$ cat src/sv/ndt_pkg.sv
// ----------------------------------------------------------------------------
// ndt_pkg: shared constants and types for the name keyed directory table
// Table geometry, request codes, and the probe and commit records passed
// between the controller and the row of slot cells.
// ----------------------------------------------------------------------------
package ndt_pkg;

   localparam int TABLE_SLOTS = 64;
   localparam int NAME_BYTES  = 8;
   localparam int SECTOR_BITS = 16;

   localparam int NAME_W   = 8 * NAME_BYTES;
   localparam int SLOT_W   = $clog2(TABLE_SLOTS);
   localparam int CNT_W    = $clog2(TABLE_SLOTS + 1);
   localparam int ACTIVE_W = 7;

   localparam logic [ACTIVE_W-1:0] ACTIVE_RESET = 7'd64;

   localparam logic [1:0] OP_FIND   = 2'd0;
   localparam logic [1:0] OP_ADD    = 2'd1;
   localparam logic [1:0] OP_REMOVE = 2'd2;

   // Search token walking down the row, one cell per cycle.
   typedef struct packed {
      logic                   valid;
      logic [NAME_W-1:0]      key;
      logic [CNT_W-1:0]       remaining;  // live slots not yet visited
      logic                   hit;
      logic [SLOT_W-1:0]      hit_slot;
      logic [SECTOR_BITS-1:0] hit_sector;
      logic                   free_found;
      logic [SLOT_W-1:0]      free_slot;
   } probe_type;

   // State update broadcast to all cells once the scan is resolved.
   typedef struct packed {
      logic                   en;
      logic                   fill;       // 1: occupy slot, 0: release slot
      logic [SLOT_W-1:0]      slot;
      logic [NAME_W-1:0]      key;
      logic [SECTOR_BITS-1:0] sector;
      logic                   kind;
   } commit_type;

endpackage

$ cat src/sv/ndt_cell.sv
// ----------------------------------------------------------------------------
// ndt_cell: one directory slot
// Holds the slot entry, checks the passing probe against it, and forwards
// the updated probe to the next cell on every clock.
// ----------------------------------------------------------------------------
module ndt_cell (
   input  logic                     clock,
   input  logic                     reset,
   input  logic [ndt_pkg::SLOT_W-1:0] cell_slot,
   input  ndt_pkg::probe_type       up_probe,
   input  ndt_pkg::commit_type      commit,
   output ndt_pkg::probe_type       dn_probe
);
   import ndt_pkg::*;

   logic                   valid_ff;
   logic [NAME_W-1:0]      name_ff;
   logic [SECTOR_BITS-1:0] sector_ff;
   logic                   kind_ff;
   probe_type              probe_ff;
   probe_type              probe_in;
   logic                   live;
   logic                   match;
   logic                   mine;

   assign mine = commit.en && (commit.slot == cell_slot);

   always_comb begin
      probe_in = up_probe;
      live     = (up_probe.remaining != '0);
      match    = live && valid_ff && (name_ff == up_probe.key);
      if (match && !up_probe.hit) begin
         probe_in.hit        = 1'b1;
         probe_in.hit_slot   = cell_slot;
         probe_in.hit_sector = sector_ff;
      end
      if (live && !valid_ff && !up_probe.free_found) begin
         probe_in.free_found = 1'b1;
         probe_in.free_slot  = cell_slot;
      end
      probe_in.remaining = live ? (up_probe.remaining - CNT_W'(1)) : '0;
   end

   always_ff @(posedge clock) begin
      if (reset) begin
         valid_ff       <= 1'b0;
         probe_ff.valid <= 1'b0;
      end else begin
         probe_ff.valid <= probe_in.valid;
         if (mine) begin
            valid_ff <= commit.fill;
         end
      end
   end

   always_ff @(posedge clock) begin
      probe_ff.key        <= probe_in.key;
      probe_ff.remaining  <= probe_in.remaining;
      probe_ff.hit        <= probe_in.hit;
      probe_ff.hit_slot   <= probe_in.hit_slot;
      probe_ff.hit_sector <= probe_in.hit_sector;
      probe_ff.free_found <= probe_in.free_found;
      probe_ff.free_slot  <= probe_in.free_slot;
      if (mine && commit.fill) begin
         name_ff   <= commit.key;
         sector_ff <= commit.sector;
         kind_ff   <= commit.kind;
      end
   end

   assign dn_probe = probe_ff;

endmodule

$ cat config.mk
export PLATFORM = sky130hd
export DESIGN_NAME = ndt_cell
export DESIGN_NICKNAME = d
export VERILOG_FILES = /design/src/sv/ndt_pkg.sv /design/src/sv/ndt_cell.sv
export SDC_FILE = /design/constraint.sdc
export NUM_CORES = 1
export LEC_CHECK = 0
export BUFFER_PORTS_ARGS = -buffer_cell sky130_fd_sc_hd__buf_2
export CORE_MARGIN = 1.5
export CORE_UTILIZATION = 45
export CTS_CLUSTER_SIZE = 24
export DETAILED_ROUTE_END_ITERATION = 6
export PLACE_DENSITY_LB_ADDON = 0.25
export SLEW_MARGIN = 20
export SYNTH_ARGS = -nofsm -noshare
export SYNTH_HDL_FRONTEND = slang
export SYNTH_SLANG_ARGS = --single-unit
export TNS_END_PERCENT = 10
$ cat constraint.sdc
create_clock -name clock -period 3.7 [get_ports clock]
set_input_delay 0.555 -clock clock [delete_from_list [all_inputs] [get_ports clock]]
set_output_delay 0.555 -clock clock [all_outputs]
set_load 0.01 [all_outputs]
-- Word-level counts from Yosys, hierarchy flattened
Cells that the tools add are included.
- register bits: 183
- output and inout port bits: 102
- add/sub/neg operators: 1
- equal/unequal tests: 2
- multiplexer cells: 2
- reduce and logical (&&, ||, !) cells: 11
- operators with widths (cell ; number):
    64-bit equality test ; 1
    22-bit 2-to-1 mux ; 1
    1-bit logical AND ; 7
    7-bit nonzero test ; 1
    7-bit by 1-bit subtractor with 7-bit output (second input constant) ; 1
    6-bit equality test ; 1
    6-bit 2-to-1 mux ; 1
    1-bit zero test ; 3

-- Depth between registers and ports, before layout
- depth after elaboration: 5
- depth in mapped cells: 9

-- Least setup slack after synthesis
Ideal clock, no wire load.
- path type: input to register
- start point: input cell_slot[3] (netlist bit)
- end point: register name_ff[0], enable pin
- setup time: 447 ps
- data arrival time: 3002 ps
- data required time: 3253 ps
- path slack: 251 ps
- cell stages on the path: 3
- path buffers: 0
- cells stage by stage: xor2_1 -> nor4_1 -> and2_1
- cells in the longest elaborated chain, start to end: 3
- ends and longest elaborated chain (what ; line ; source):
    from (decl) ; ndt_cell.sv:9 ; input logic [ndt_pkg::SLOT_W-1:0] cell_slot,
    6-bit equality test ; ndt_cell.sv:26 ; assign mine = commit.en && (commit.slot == cell_slot);
    1-bit logical AND ; ndt_cell.sv:26 ;
    1-bit logical AND ; ndt_cell.sv:64 ; if (mine && commit.fill) begin
    to (signal assigned) ; ndt_cell.sv:65 ; name_ff <= commit.key;
    to (decl) ; ndt_cell.sv:17 ; logic [NAME_W-1:0] name_ff;
No other way between the ends.
A chain may end at the register's enable or synchronous reset.

==> flow_summary.toml <==
[worst_hold_path]
min-delay-path-class = "in2reg"
holdPathStages = 1

[die]
ios = 301
rows = 41
die_area_sq_um = 13800
coreArea_sq_um = 12700
fp.dieW_um = 118
start_util_pct = 46.4
die_h_um = 118

[sta]
period_share_pct = 67.3
skew_ns = 0.00772
setup_tns_ns = 0
fin_crit_ns = 2.49
maxSlewViolCount = 0
max-slew-margin-rel_pct = 39.8
fmax_mhz = 401
hold_violations = 0
worst_slew_pin_slew_ns = 0.896
setup_violations = 0
rsz0062_at_grt = "no"

[synthesis]
synthAdderAreaFrac_pct = 0.424
synth_xor_area_share_pct = 9.64
yosysMostFrequentCell = "dfxtp_1"
yosysSeqAreaShare_pct = 75.6
synthesis.area_sq_um = 5910
synthMuxAreaShare_pct = 6.90
synth_top_family_by_area = "XOR/XNOR gates"
yosysTopAreaCellShare_pct = 40.7
synth_fp_nets = 550
synth_cell_types = 33
yosys_warnings = 0
synth-seq-cells = 183
syn_area_per_cell_sq_um = 16.9
synth_flop_cell = "dfxtp_1"
synthCells = 349
synth-compound-area-share_pct = 1.33
synthArstFlopShare_pct = 0
synth_edf_count = 80
synth-simple-area-share_pct = 4.57
synth_largest_area_cell = "edfxtp_1"
yosys-top-cells-area = "edfxtp_1 (41%), dfxtp_1 (35%), xnor2_1 (8.4%)"
ys_top_cells_by_count = "dfxtp_1 (103), edfxtp_1 (80), xnor2_1 (57), mux2_4 (19), nand4_1 (14)"

[worst_setup_path]
required_ns = 4.01
worst-path-stages = 7
worst-path-max-fanout = 23
path_delay_family = "simple AND/OR/NAND/NOR gates"
critPathBufInv = 1
crit_path_end_kind = "flip-flop"
crit_type = "reg2reg"
crit_chain = "xnor2_1 -> nand4_1 -> nor4_2 -> nand3_1 -> or4_1 -> buf_4 -> mux2_4"
crit_slowest_cell = "or4_1"
cpPeakStageDelay_ns = 0.53
start_kind = "flip-flop"
cp.arrival_ns = 2.80
r2r_cells = 7

[cts]
cts_buffers = 17
cts_setup_buffers = 0
root_buffer = "clkbuf_16"
cts_resized = 0
ctsHoldBuffers = 0
clk_pin_slew_worst_paths_ns = 0.07
cts_max_level = 4
cts_num_sinks = 183
cts_tree = "built"
cts_buffer_depth = 2
clkLatencyLatePin_ns = 0.42

[layout]
regArea_sq_um = 4460
layoutNonFillerInstCount = 855
postLayoutCoreUtil_pct = 65.1
fillers = 1026
syn_to_final_growth_pct = 40.2
drive_gt1_share_pct = 53.9
nets = 869
multi_input_area_sq_um = 1350
stdcell_area_sq_um = 8280

[power]
p_leak_nw = 3.64
power.total_mw = 4.50
power.density_nw_per_um2 = 543
pwr-share-clk_pct = 44.4
p_int_mw = 3.56
irDropWorstVdd_v = 0.000310
p_comb_share_pct = 6.9
p_sw_share_pct = 20.9
switching_power_mw = 0.939
seqPwrFrac_pct = 48.7

[route]
drc = 0
avgViaCountPerCell = 4.54
ant_nets = 0
avgRoutedWirePerCell_um = 16.0
drt_iter0_drc = 133
vias = 3881
wirelength_mm = 13.6
drtPass1Iterations = 4

[global_route]
grt_pass1_wl_mm = 20.4
grt_start_max_net_pins = 41
grt_overflow = 0
grt_use_total_pct = 19.8
antenna_found_initial = 3
grt_pass1_vias = 4209

[job]
drv_cap = 0

[status]
status = "finished clean"

[placement]
portBuffers = 299
dpl.cell_count = 821
gp_congestion = 0.819
place_hpwl_mm = 10.7
place_area_sq_um = 7610
[flip-flops by register name, indices dropped and copies added, names as in the netlist]
register,flops
dn_probe,102
valid_ff,1
sector_ff,16
name_ff,64
[final cells by class]
type	count	area share, %
Inverter	11	0.499
Timing Repair Buffer	303	18.6
Clock buffer	17	5.14
Antenna cell	2	0.0604
Tap cell	172	2.60
Clock inverter	15	2.87
Sequential cell	183	53.9
Multi-Input combinational cell	152	16.3
[cell usage in the layout (no fill, tap or decap), types with 2 or more instances in the layout]
master       n
a22oi_1      2
buf_2      299
buf_4        3
bufinv_16    5
clkbuf_16   17
clkinv_4     2
dfxtp_1    103
diode_2      2
edfxtp_1    80
ha_1         2
inv_1       11
inv_6        4
inv_8        2
mux2_2      10
mux2_4      19
nand2b_1     2
nand3_1      2
nand4_1     14
nor2_1       9
nor3_1       5
nor4_1       3
o22ai_1      4
xnor2_1     57
xor2_1       8
[power by group through the flow]
| stage | registers, mW | logic [mW] | clock network (mW) |
|---|---|---|---|
| 2_1_floorplan | 2.27 | 0.0769 | 0 |
| 5_1_grt | 2.20 | 0.337 | 2.11 |
| 3_5_place_dp | 2.24 | 0.313 | 0 |
| 6_report | 2.19 | 0.312 | 2.00 |
| 4_1_cts | 2.19 | 0.316 | 2.03 |
| 3_3_place_gp | 2.23 | 0.306 | 0 |
[cell families (layout without fill, tap and decap cells)]
family                   Yosys count  count (layout)
adder cells (fa/ha/maj)            2               2
XOR/XNOR                          65              65
other                              0               2
buffers and inverters             14             346
flip-flops                       183             183
multiplexers                      30              30
AO/OA/AOI/OAI                     11              11
AND/OR/NAND/NOR                   44              44
[worst register-to-register path: cells and delay by family (launching register included)]
family	cells	cell delay, ns
buffers and inverters	1	0.28
XOR/XNOR	1	0.21
multiplexers	1	0.36
flip-flops	1	0.38
AND/OR/NAND/NOR	4	1.15
[per-layer routing]
metal | track usage (%) | vias to the layer above | wire length (um)
met2 | 36.9 | 199 | 7320
met5 | 0 | - | 15
met4 | 9.53 | 2 | 384
li1 | - | 1881 | -
met1 | 18.8 | 1773 | 4650
met3 | 7.95 | 26 | 1280
[stage by stage]
stage | worst slack, ns | hold WS [ns]
5_1_grt | 1.06 | 0.232
2_1_floorplan | 0.251 | 0.449
3_3_place_gp | 0.883 | 0.455
6_report | 1.21 | 0.252
3_5_place_dp | 0.849 | 0.459
4_1_cts | 1.15 | 0.239
[path summary, 6_finish.rpt]
| check | startpoint | to | slack (ns) |
|---|---|---|---|
| hold reg to reg | sector_ff[14] | dn_probe[21] | 0.47 |
| setup reg to reg | name_ff[54] | dn_probe[20] | 1.21 |
| setup / recovery | name_ff[54] | dn_probe[20] | 1.21 |
| hold / removal | up_probe[41] | dn_probe[41] | 0.25 |
No activity file was read; power rests on OpenSTA's default activity.
